## config.mk

```make
export PLATFORM = sky130hd
export DESIGN_NAME = udp_payload_extractor
export DESIGN_NICKNAME = d
export VERILOG_FILES = /design/src/design/udpx_pkg.sv /design/src/design/udp_payload_extractor.sv /design/src/design/udpx_cfg_regs.sv /design/src/design/udpx_parser.sv /design/src/design/udpx_out_stage.sv
export SDC_FILE = /design/constraint.sdc
export NUM_CORES = 1
export LEC_CHECK = 0
export CAP_MARGIN = 15
export CORE_MARGIN = 2
export CORE_UTILIZATION = 45
export CTS_BUF_LIST = sky130_fd_sc_hd__clkbuf_4
export DETAILED_ROUTE_END_ITERATION = 12
export DONT_BUFFER_PORTS = 1
export GPL_TIMING_DRIVEN = 1
export PLACE_DENSITY = 0.71
export SLEW_MARGIN = 20
export SYNTH_ARGS = -nofsm -noshare
export SYNTH_HDL_FRONTEND = slang
export SYNTH_SLANG_ARGS = --single-unit
```

## constraint.sdc

```tcl
create_clock -name clk -period 9.7 [get_ports clk]
set_input_delay 0.485 -clock clk [delete_from_list [all_inputs] [get_ports clk]]
set_output_delay 0.485 -clock clk [all_outputs]
set_load 0.005 [all_outputs]
```

## src/design/udpx_pkg.sv

```systemverilog
// Package for the UDP payload extractor.
// Holds protocol constants, register indexes and the structs passed between modules.
`timescale 1ns / 1ps

package udpx_pkg;

  localparam int unsigned ETH_HDR_BYTES = 14;
  localparam int unsigned UDP_HDR_BYTES = 8;
  localparam logic [15:0] ETHERTYPE_IPV4 = 16'h0800;
  localparam logic [7:0]  PROTO_UDP = 8'd17;
  localparam logic [3:0]  IHL_MIN = 4'd5;

  localparam logic [15:0] POS_ETYPE_HI = 16'd12;
  localparam logic [15:0] POS_ETYPE_LO = 16'd13;
  localparam logic [15:0] POS_IHL = 16'd14;
  localparam logic [15:0] POS_PROTO = 16'd23;
  localparam logic [15:0] POS_MAX = 16'hFFFF;

  localparam int unsigned CFG_ADDR_W = 3;
  localparam logic REG_SKIP_ENABLE = 1'b0;
  localparam logic REG_SKIP_LENGTH = 1'b1;

  localparam logic       SKIP_ENABLE_RST = 1'b1;
  localparam logic [7:0] SKIP_LENGTH_RST = 8'd10;

  typedef struct packed {
    logic       skip_enable;
    logic [7:0] skip_length;
  } udpx_cfg_t;

  typedef struct packed {
    logic       valid;
    logic [7:0] data;
    logic       last;
  } udpx_beat_t;

endpackage

```

## src/design/udp_payload_extractor.sv

```systemverilog
// UDP payload extractor for captured Ethernet frames, byte-wide stream in and out.
// Depends on udpx_pkg, udpx_cfg_regs, udpx_parser and udpx_out_stage.
//
// Usage:
//   Input channel (in_*): one frame byte per beat in wire order. in_capture_length
//   is sampled on the first byte of a frame; in_frame_end marks the last byte.
//   Output channel (out_*): payload bytes of accepted UDP frames; out_payload_last
//   marks the final payload byte. Frames that are not IPv4/UDP, have IHL below 5,
//   a zero payload or a payload past the capture length emit nothing.
//   Config port (cfg_*): skip_enable at 0x0, skip_length at 0x4; writes take
//   effect on the next byte.
//   Timing: a payload byte appears on out_* in the cycle after its input beat.
//   Throughput: one byte per cycle while no beat is held by out_stall, set by the single output register.
//   Stall: while out_stall holds a pending beat, in_stall is raised and the
//   parser holds its state; the pending beat stays unchanged.
//   Reset: rst_n (synchronous) empties the output register, restarts the frame
//   at byte zero and restores skip_enable = 1, skip_length = 10.
`timescale 1ns / 1ps

module udp_payload_extractor
  import udpx_pkg::*;
(
  input  logic                  clk,
  input  logic                  rst_n,
  input  logic                  in_valid,
  output logic                  in_stall,
  input  logic [7:0]            in_frame_byte,
  input  logic [15:0]           in_capture_length,
  input  logic                  in_frame_end,
  output logic                  out_valid,
  input  logic                  out_stall,
  output logic [7:0]            out_payload_byte,
  output logic                  out_payload_last,
  input  logic                  cfg_psel,
  input  logic                  cfg_penable,
  input  logic                  cfg_pwrite,
  input  logic [CFG_ADDR_W-1:0] cfg_paddr,
  input  logic [31:0]           cfg_pwdata,
  output logic [31:0]           cfg_prdata,
  output logic                  cfg_pready
);

  udpx_cfg_t  cfg;
  udpx_beat_t res;
  logic       busy;
  logic       adv;

  assign in_stall = busy;
  assign adv      = in_valid & !busy;

  udpx_cfg_regs u_cfg (
    .clk     (clk),
    .rst_n   (rst_n),
    .psel    (cfg_psel),
    .penable (cfg_penable),
    .pwrite  (cfg_pwrite),
    .paddr   (cfg_paddr),
    .pwdata  (cfg_pwdata),
    .prdata  (cfg_prdata),
    .pready  (cfg_pready),
    .cfg     (cfg)
  );

  udpx_parser u_parser (
    .clk            (clk),
    .rst_n          (rst_n),
    .adv            (adv),
    .frame_byte     (in_frame_byte),
    .capture_length (in_capture_length),
    .frame_end      (in_frame_end),
    .cfg            (cfg),
    .res            (res)
  );

  udpx_out_stage u_out (
    .clk              (clk),
    .rst_n            (rst_n),
    .res              (res),
    .busy             (busy),
    .out_valid        (out_valid),
    .out_stall        (out_stall),
    .out_payload_byte (out_payload_byte),
    .out_payload_last (out_payload_last)
  );

endmodule

```

## src/design/udpx_cfg_regs.sv

```systemverilog
// APB-style configuration registers of the UDP payload extractor.
// Depends on udpx_pkg for register indexes and the config struct.
`timescale 1ns / 1ps

module udpx_cfg_regs
  import udpx_pkg::*;
(
  input  logic                  clk,
  input  logic                  rst_n,
  input  logic                  psel,
  input  logic                  penable,
  input  logic                  pwrite,
  input  logic [CFG_ADDR_W-1:0] paddr,
  input  logic [31:0]           pwdata,
  output logic [31:0]           prdata,
  output logic                  pready,
  output udpx_cfg_t             cfg
);

  logic       skip_enable_r;
  logic [7:0] skip_length_r;
  logic       wr_en;

  assign pready = 1'b1;
  assign wr_en  = psel & penable & pwrite;

  always_ff @(posedge clk) begin
    if (!rst_n) begin
      skip_enable_r <= SKIP_ENABLE_RST;
      skip_length_r <= SKIP_LENGTH_RST;
    end else if (wr_en) begin
      unique case (paddr[2])
        REG_SKIP_ENABLE: skip_enable_r <= pwdata[0];
        REG_SKIP_LENGTH: skip_length_r <= pwdata[7:0];
        default: ;
      endcase
    end
  end

  always_comb begin
    prdata = '0;
    unique case (paddr[2])
      REG_SKIP_ENABLE: prdata = {31'd0, skip_enable_r};
      REG_SKIP_LENGTH: prdata = {24'd0, skip_length_r};
      default: prdata = '0;
    endcase
  end

  assign cfg.skip_enable = skip_enable_r;
  assign cfg.skip_length = skip_length_r;

endmodule

```

## src/design/udpx_parser.sv

```systemverilog
// Header parser: tracks byte position, checks Ethernet/IPv4/UDP fields, picks payload.
// Depends on udpx_pkg for constants and the beat and config structs.
`timescale 1ns / 1ps

module udpx_parser
  import udpx_pkg::*;
(
  input  logic       clk,
  input  logic       rst_n,
  input  logic       adv,
  input  logic [7:0] frame_byte,
  input  logic [15:0] capture_length,
  input  logic       frame_end,
  input  udpx_cfg_t  cfg,
  output udpx_beat_t res
);

  logic [15:0] pos_r, pos_nxt;
  logic [15:0] cap_r, cap_nxt;
  logic [15:0] etype_r, etype_nxt;
  logic [5:0]  ihb_r, ihb_nxt;
  logic [15:0] udp_len_r, udp_len_nxt;
  logic        drop_r, drop_nxt;
  logic [16:0] stop_r, stop_nxt;
  logic        stop_ok_r;

  logic        pos0;
  logic [15:0] etype_cur;
  logic        drop_cur;
  logic [6:0]  ihb_new;
  logic [6:0]  l4_base;
  logic [15:0] l4_base16;
  logic [7:0]  skip;
  logic [15:0] offset;
  logic [16:0] pos_p1;
  logic        len_nz;
  logic        emit;

  assign pos0 = (pos_r == '0);
  assign skip = cfg.skip_enable ? cfg.skip_length : 8'd0;

  always_comb begin
    cap_nxt   = pos0 ? capture_length : cap_r;
    etype_cur = pos0 ? 16'd0 : etype_r;
    drop_cur  = pos0 ? 1'b0 : drop_r;
    ihb_nxt   = pos0 ? 6'd0 : ihb_r;
    ihb_new   = {1'b0, frame_byte[3:0], 2'b00};

    etype_nxt = etype_cur;
    if (pos_r == POS_ETYPE_HI || pos_r == POS_ETYPE_LO) begin
      etype_nxt = {etype_cur[7:0], frame_byte};
    end

    drop_nxt = drop_cur;
    if (pos_r == POS_ETYPE_LO && etype_nxt != ETHERTYPE_IPV4) begin
      drop_nxt = 1'b1;
    end
    if (pos_r == POS_IHL) begin
      ihb_nxt = ihb_new[5:0];
      if (frame_byte[3:0] < IHL_MIN ||
          cap_nxt < 16'(ihb_new + 7'(ETH_HDR_BYTES + UDP_HDR_BYTES))) begin
        drop_nxt = 1'b1;
      end
    end
    if (pos_r == POS_PROTO && frame_byte != PROTO_UDP) begin
      drop_nxt = 1'b1;
    end
  end

  assign l4_base   = 7'(ETH_HDR_BYTES) + {1'b0, ihb_r};
  assign l4_base16 = {9'd0, l4_base};

  always_comb begin
    udp_len_nxt = pos0 ? 16'd0 : udp_len_r;
    if (pos_r > POS_IHL && !drop_nxt &&
        (pos_r == l4_base16 + 16'd4 || pos_r == l4_base16 + 16'd5)) begin
      udp_len_nxt = {udp_len_r[7:0], frame_byte};
    end
  end

  assign stop_nxt = 17'(ETH_HDR_BYTES) + {11'd0, ihb_r} + {1'b0, udp_len_r};
  assign offset   = l4_base16 + 16'(UDP_HDR_BYTES) + {8'd0, skip};
  assign pos_p1   = {1'b0, pos_r} + 17'd1;
  assign len_nz   = udp_len_r > (16'(UDP_HDR_BYTES) + {8'd0, skip});
  assign emit     = !drop_r && pos_r > POS_IHL && pos_r >= offset &&
                    pos_p1 <= stop_r && len_nz && stop_ok_r;

  always_comb begin
    if (frame_end) begin
      pos_nxt = '0;
    end else if (pos_r != POS_MAX) begin
      pos_nxt = pos_r + 16'd1;
    end else begin
      pos_nxt = pos_r;
    end
  end

  always_ff @(posedge clk) begin
    if (!rst_n) begin
      pos_r  <= '0;
      drop_r <= 1'b0;
    end else if (adv) begin
      pos_r  <= pos_nxt;
      drop_r <= drop_nxt;
    end
  end

  always_ff @(posedge clk) begin
    if (adv) begin
      cap_r     <= cap_nxt;
      etype_r   <= etype_nxt;
      ihb_r     <= ihb_nxt;
      udp_len_r <= udp_len_nxt;
      stop_r    <= stop_nxt;
      stop_ok_r <= (stop_r <= {1'b0, cap_r});
    end
  end

  assign res.valid = adv & emit;
  assign res.data  = frame_byte;
  assign res.last  = (pos_p1 == stop_r);

  property p_emit_past_header;
    @(posedge clk) disable iff (!rst_n)
      res.valid |-> (pos_r >= 16'(ETH_HDR_BYTES + UDP_HDR_BYTES + 20));
  endproperty
  a_emit_past_header: assert property (p_emit_past_header)
    else $error("payload beat emitted inside the headers");

  property p_new_frame_clears_drop;
    @(posedge clk) disable iff (!rst_n)
      (adv && pos0) |=> !drop_r;
  endproperty
  a_new_frame_clears_drop: assert property (p_new_frame_clears_drop)
    else $error("drop flag survived the first byte of a frame");

  property p_bad_etype_drops;
    @(posedge clk) disable iff (!rst_n)
      (adv && pos_r == POS_ETYPE_LO && etype_nxt != ETHERTYPE_IPV4) |=> drop_r;
  endproperty
  a_bad_etype_drops: assert property (p_bad_etype_drops)
    else $error("non-IPv4 frame not dropped");

endmodule

```

## src/design/udpx_out_stage.sv

```systemverilog
// Output register of the UDP payload extractor; holds a beat while the receiver stalls.
// Depends on udpx_pkg for the beat struct.
`timescale 1ns / 1ps

module udpx_out_stage
  import udpx_pkg::*;
(
  input  logic       clk,
  input  logic       rst_n,
  input  udpx_beat_t res,
  output logic       busy,
  output logic       out_valid,
  input  logic       out_stall,
  output logic [7:0] out_payload_byte,
  output logic       out_payload_last
);

  logic       valid_r;
  logic [7:0] data_r;
  logic       last_r;
  logic       load;

  assign busy = valid_r & out_stall;
  assign load = !busy;

  always_ff @(posedge clk) begin
    if (!rst_n) begin
      valid_r <= 1'b0;
    end else if (load) begin
      valid_r <= res.valid;
    end
  end

  always_ff @(posedge clk) begin
    if (load && res.valid) begin
      data_r <= res.data;
      last_r <= res.last;
    end
  end

  assign out_valid        = valid_r;
  assign out_payload_byte = data_r;
  assign out_payload_last = last_r;

endmodule

```

After elaboration in Yosys (flattened, before gate mapping). Cells that the tools add are included.

Input port bits: 67. Word-level logic and storage cells: 88. Output and inout bits: 44. Flip-flop bits (word level): 106.

Magnitude comparators: 7. Eq/ne operators: 10. Multiplexer cells: 16. Reduce and logical (&&, ||, !) cells: 25. Bitwise logic cells: 6. Add/subtract/negate cells: 11.

Operator list (count): $mux 16 (7); $pmux 32 s2 (1); $eq 16x4->1 const B (3); $eq 16x16->1 (2); $add 16x1->17 const B (1); $add 17x16->17 (1); $eq 17x17->1 (1); $le 17x16->1 (1); $le 17x17->1 (1); $add 16x1->16 const B (1); $add 16x8->16 (1); $add 7x3->8 const B (2); $eq 16x5->1 const B (1); $ge 16x16->1 (1); $gt 16x16->1 (1); $gt 16x4->1 const B (1); $logic_not 16->1 (1); $lt 16x16->1 (1); $ne 16x12->1 const B (1); $ne 16x16->1 const B (1); $add 4x6->7 const A (2); $mux 6 (2); $logic_and 1x1->1 (10); $reduce_and 2->1 (5); other kinds (12) (26).

Depth between registers and ports, before layout.
Word-level depth: 14. Mapped depth: 17. Mapped depth without buffers: 15.

By module. Synthesis repeated with hierarchy kept, for this count alone.

Cells, all modules: 752. Area, all modules: 7155.6 µm².

Modules (own cells, without submodules): udpx_parser (times used 1, seq. area each 2202.1 µm², cells an instance 661, area each 6170.9 µm²); udpx_cfg_regs (times used 1, seq. area each 180.2 µm², cells an instance 77, area each 658.1 µm²); udpx_out_stage (times used 1, seq. area each 290.3 µm², cells an instance 13, area each 312.8 µm²); udp_payload_extractor (times used 1, seq. area each 0.0 µm², cells an instance 1, area each 13.8 µm²).

Least setup slack after synthesis. No wires, ideal clock.

Kind: register to register. Start: register u_parser.pos_r[0]. End: register u_parser.udp_len_r[0], enable pin. Stages on the path, launching flop included: 16. Period minus slack after synthesis: 4050 ps. Data arrival time: 3672 ps. Buffers on the path: 2. Setup slack: 5650 ps. Setup time: 378 ps. Cells stage by stage: dfxtp_1 -> inv_1 -> ha_1 -> nor4b_2 -> nand2_1 -> nor2_1 -> clkbuf_1 -> buf_1 -> o21ai_0 -> ha_1 -> o21a_1 -> nor2_1 -> o41ai_1 -> o211ai_1 -> or4_4 -> a21oi_2.

RTL lines: start, declared (RTL line udpx_parser.sv:18) `logic [15:0] pos_r, pos_nxt;`; start signal, assigned (RTL line udpx_parser.sv:103) `pos_r <= pos_nxt;`; $logic_not 16->1 (RTL line udpx_parser.sv:39) `assign pos0 = (pos_r == '0);`; $mux 16 (RTL line udpx_parser.sv:43) `cap_nxt = pos0 ? capture_length : cap_r;`; named net u_parser.cap_nxt[2] (RTL line udpx_parser.sv:19) `logic [15:0] cap_r, cap_nxt;`; $lt 16x16->1 (RTL line udpx_parser.sv:61) `cap_nxt < 16'(ihb_new + 7'(ETH_HDR_BYTES + UDP_HDR_BYTES))) begin`; $logic_or 1x1->1 (RTL line udpx_parser.sv:60) `if (frame_byte[3:0] < IHL_MIN ||`; $mux 1 (RTL line udpx_parser.sv:60); $mux 1 (RTL line udpx_parser.sv:58) `if (pos_r == POS_IHL) begin`; $mux 1 (RTL line udpx_parser.sv:65) `if (pos_r == POS_PROTO && frame_byte != PROTO_UDP) begin`; $logic_not 1->1 (RTL line udpx_parser.sv:75) `if (pos_r > POS_IHL && !drop_nxt &&`; $logic_and 1x1->1 (2 in series) (RTL line udpx_parser.sv:75); $reduce_bool 2->1 (no line); $reduce_and 2->1 (no line); end signal, assigned (RTL line udpx_parser.sv:113) `udp_len_r <= udp_len_nxt;`; end, declared (RTL line udpx_parser.sv:22) `logic [15:0] udp_len_r, udp_len_nxt;`.

The timed path passes the listed nets, and every way through them passes these cells. A chain may end at the register's enable or synchronous reset.

Worst setup path after layout.
Start: register u_parser.pos_r[0]. End: register u_parser.udp_len_r[4], enable pin.

Same word-level chain as after synthesis.

==> flow_summary_export.csv <==
group,metric,value,unit
sta,finalCritPeriodShare,48.1,%
cts,cts-root-buf,"clkbuf_4",
drt,drc,0,
sta,finalSetupTns,0,ns
global_routing,grt_pass1_wl,24600,microns
setup_path,r2r_start,"u_parser.pos_r[0]",
cts,cts_resized,0,
min_path,hp-class,"input pin to flop",
drt,vias,5134,
power_and_ir_drop,power_frac_clock,27.2,%
cts,cts.sinks,98,
sta,tightest_slew,0.859,ns
floorplan,initial_core_util,45.8,%
setup_path,cp-start-kind,"flop",
setup_path,cpMaxStageDelayCell,"a21oi_2",
global_routing,antenna_found_initial,1,
setup_path,critPathKind,"flop to flop",
floorplan,fp-row-count,45,
power_and_ir_drop,p_sw,0.260,mW
synthesis,ys.flop_type,"edfxtp_1",
setup_path,crit_start,"u_parser.pos_r[0]",
sta,max_clock_freq,214,MHz
drt,wl_per_cell,16.6,microns
synthesis,synth.avg_cell_area,9.31,sq um
placement,place.gp.congestion,0.903,
synthesis,syn_inst,745,
sta,hold_violations,0,
synthesis,synth_top_area_share,30.7,%
power_and_ir_drop,intPower,0.621,mW
floorplan,dieWidth,128,microns
setup_path,cp_data_required_time,9.84,ns
global_routing,gr-total-overflow,0,
drt,drt_pass1_iterations,7,
setup_path,crit_chain,"inv_1, ha_1, nor4b_2, nand2_1, nor2_1, buf_4, nand2_1, o21ai_0, ha_1, nor3_1, nor2_1, mux2i_1, o41ai_1, o211ai_1, or4_4, a21oi_2",
cts,clk_pin_slew,0.18,ns
global_routing,grt_max_degree,47,
synthesis,synth_common_cells,"77 x ha_1, 77 x nand2_1, 71 x edfxtp_1, 58 x inv_1, 43 x nor2_1",
cts,tritoncts,"built",
power_and_ir_drop,p_total,0.881,mW
sta,drv_slew,0,
finish,final_util,47.1,%
run,cap_violations,0,
synthesis,synth_area,6930,sq um
setup_path,crit_path_max_incr_delay,0.69,ns
synthesis,synth-edff-count,71,
floorplan,dieArea,16400,sq um
floorplan,core_area,15100,sq um
global_routing,grtUsageTotal,19.5,%
outcome,status,"complete, no violations",
drt,routed_wl,15400,microns
synthesis,synth_cell_types,59,
sta,clock_skew,0.0226,ns
cts,clock_latency,0.50,ns
floorplan,dieHeight,128,microns
placement,placed_area,6980,sq um
synthesis,async_flop_share,0,%
power_and_ir_drop,p_leak,2.98,nW
finish,fin_nets,877,
setup_path,cp-end-kind,"flop",
global_routing,grt_pass1_vias,4818,
finish,areaGrowthSynthToFinish,2.83,%
synthesis,synth_area_leaders,"edfxtp_1 31%, ha_1 14%, dfxtp_1 7.8%",
cts,htreeDepth,3,
cts,post_cts_buffers,0,
power_and_ir_drop,power_density,124,nW/um^2
synthesis,ys_ff_latch,98,
drt,antenna_left,0,
sta,rsz0062_at_grt,"no",
power_and_ir_drop,pwr-share-seq,55.6,%
finish,final_cell_area,7130,sq um
power_and_ir_drop,peakVddDrop,0.0873,mV
setup_path,rrSetupSlack,5.03,ns
cts,cts_buffer_depth,2,
setup_path,crit_path_end,"u_parser.udp_len_r[4]",
floorplan,ioPinCount,111,
power_and_ir_drop,share_comb_of_total_power,17.1,%
sta,timing.hold.ws,0.0453,ns
sta,setup_viol,0,
setup_path,crit_fanout,30,
setup_path,cp.arrival,4.81,ns
drt,viasPerCell,5.54,
synthesis,synth_seq_area_share,38.5,%
placement,dp.final_hpwl,11600,microns
drt,first_iter_violations,403,
sta,slew_headroom,42.7,%
synthesis,yosysTopAreaCell,"edfxtp_1",
cts,ctsHoldBuffers,0,
power_and_ir_drop,switching_share,29.5,%
setup_path,reg2reg_to,"u_parser.udp_len_r[4]",
synthesis,ys_warn_count,0,
sta,period_minus_slack,4.67,ns
setup_path,rr_worst_depth,16,
finish,drive_gt1_share,4.21,%
cts,numCtsBuffers,9,
placement,io_buffers,0,
[placed cells by master (no fill, tap or decap), types with 7 or more instances in the layout]
cell and n:
a21o_1 10, a21oi_1 38, and2_1 28, and3_1 8, clkbuf_4 10, conb_1 25, dfxtp_1 27, edfxtp_1 71
ha_1 77, inv_1 58, nand2_1 77, nand2b_1 8, nand3_1 21, nand4_1 19, nor2_1 43, nor2b_1 17
nor3_1 14, nor3b_1 11, nor4_1 7, o21ai_0 37, xnor2_1 28, xor2_1 17
[flip-flops by register name (all words and copies together), names as in the netlist]
name,count
u_parser.stop_r,17
u_parser.cap_r,16
u_parser.pos_r,16
u_parser.udp_len_r,16
u_cfg.skip_length_r,8
u_out.out_payload_byte,8
u_parser.etype_r,8
u_parser.ihb_r,4
u_cfg.skip_enable_r,1
u_out.out_payload_last,1
u_out.out_valid,1
u_parser.drop_r,1
u_parser.stop_ok_r,1
[metrics by stage]
stage	worst slack [ns]	cells
after floorplan	5.65	768
after global placement	5.12	908
after detailed placement	5.08	908
after CTS	5.05	924
after global routing	4.68	926
final	5.03	926
[worst min path at each step]
stage | startpoint | endpoint | slack, ns | depth (start not counted)
after floorplan | u_parser.udp_len_r[0] | u_parser.stop_r[0] | 0.43 | 0
after global placement | u_cfg.skip_length_r[1] | u_cfg.skip_length_r[1] | 0.47 | 2
after detailed placement | u_cfg.skip_length_r[2] | u_cfg.skip_length_r[2] | 0.47 | 2
after CTS | rst_n | u_cfg.skip_length_r[1] | 0.02 | 1
after global routing | rst_n | u_cfg.skip_length_r[1] | 0.02 | 1
final | rst_n | u_cfg.skip_length_r[1] | 0.05 | 1
[critical path, delay by kind of cell (launching register included)]
family          cells  cell delay, ns
fa+ha+maj           2            0.47
flops               1            0.44
simple gates        7            1.47
buf+inv             2            0.44
mux                 1            0.08
compound gates      4            1.41
[layer usage]
| layer | share of wire [%] | GRT usage (%) | vias up |
|---|---|---|---|
| li1 | - | - | 2562 |
| met1 | 45 | 25.7 | 2401 |
| met2 | 47 | 31.7 | 149 |
| met3 | 5.8 | 4.67 | 22 |
| met4 | 2.0 | 6.08 | 0 |
| met5 | 0 | 0 | - |
[power groups by stage]
stage / clock, mW / sequential [mW] / combinational [mW]
floorplan: 0 / 0.492 / 0.128
global placement: 0 / 0.499 / 0.145
detailed placement: 0 / 0.500 / 0.149
CTS: 0.244 / 0.490 / 0.150
global route: 0.259 / 0.493 / 0.173
finish: 0.240 / 0.490 / 0.151
[logic make-up (layout without fill, tap and decap cells)]
kind of cell	Yosys count	after routing	share of synthesized area, %
flops	98	98	38.5
xor+xnor	45	45	5.68
simple gates	271	271	20.9
compound gates	138	138	12.5
fa+ha+maj	79	79	14.5
buf+inv	110	78	7.56
other cells	2	27	0.108
mux	2	2	0.307
[area by class of cell]
class	instances	area [sq um]
multi-input combinational	560	3820
clock inverter	6	71.3
fill	1434	8020
inverter	58	218
sequential	98	2670
tap	188	235
timing repair buffer	4	30.0
antenna	2	5.00
clock buffer	10	75.1
No activity file was read; power rests on OpenSTA's default activity.
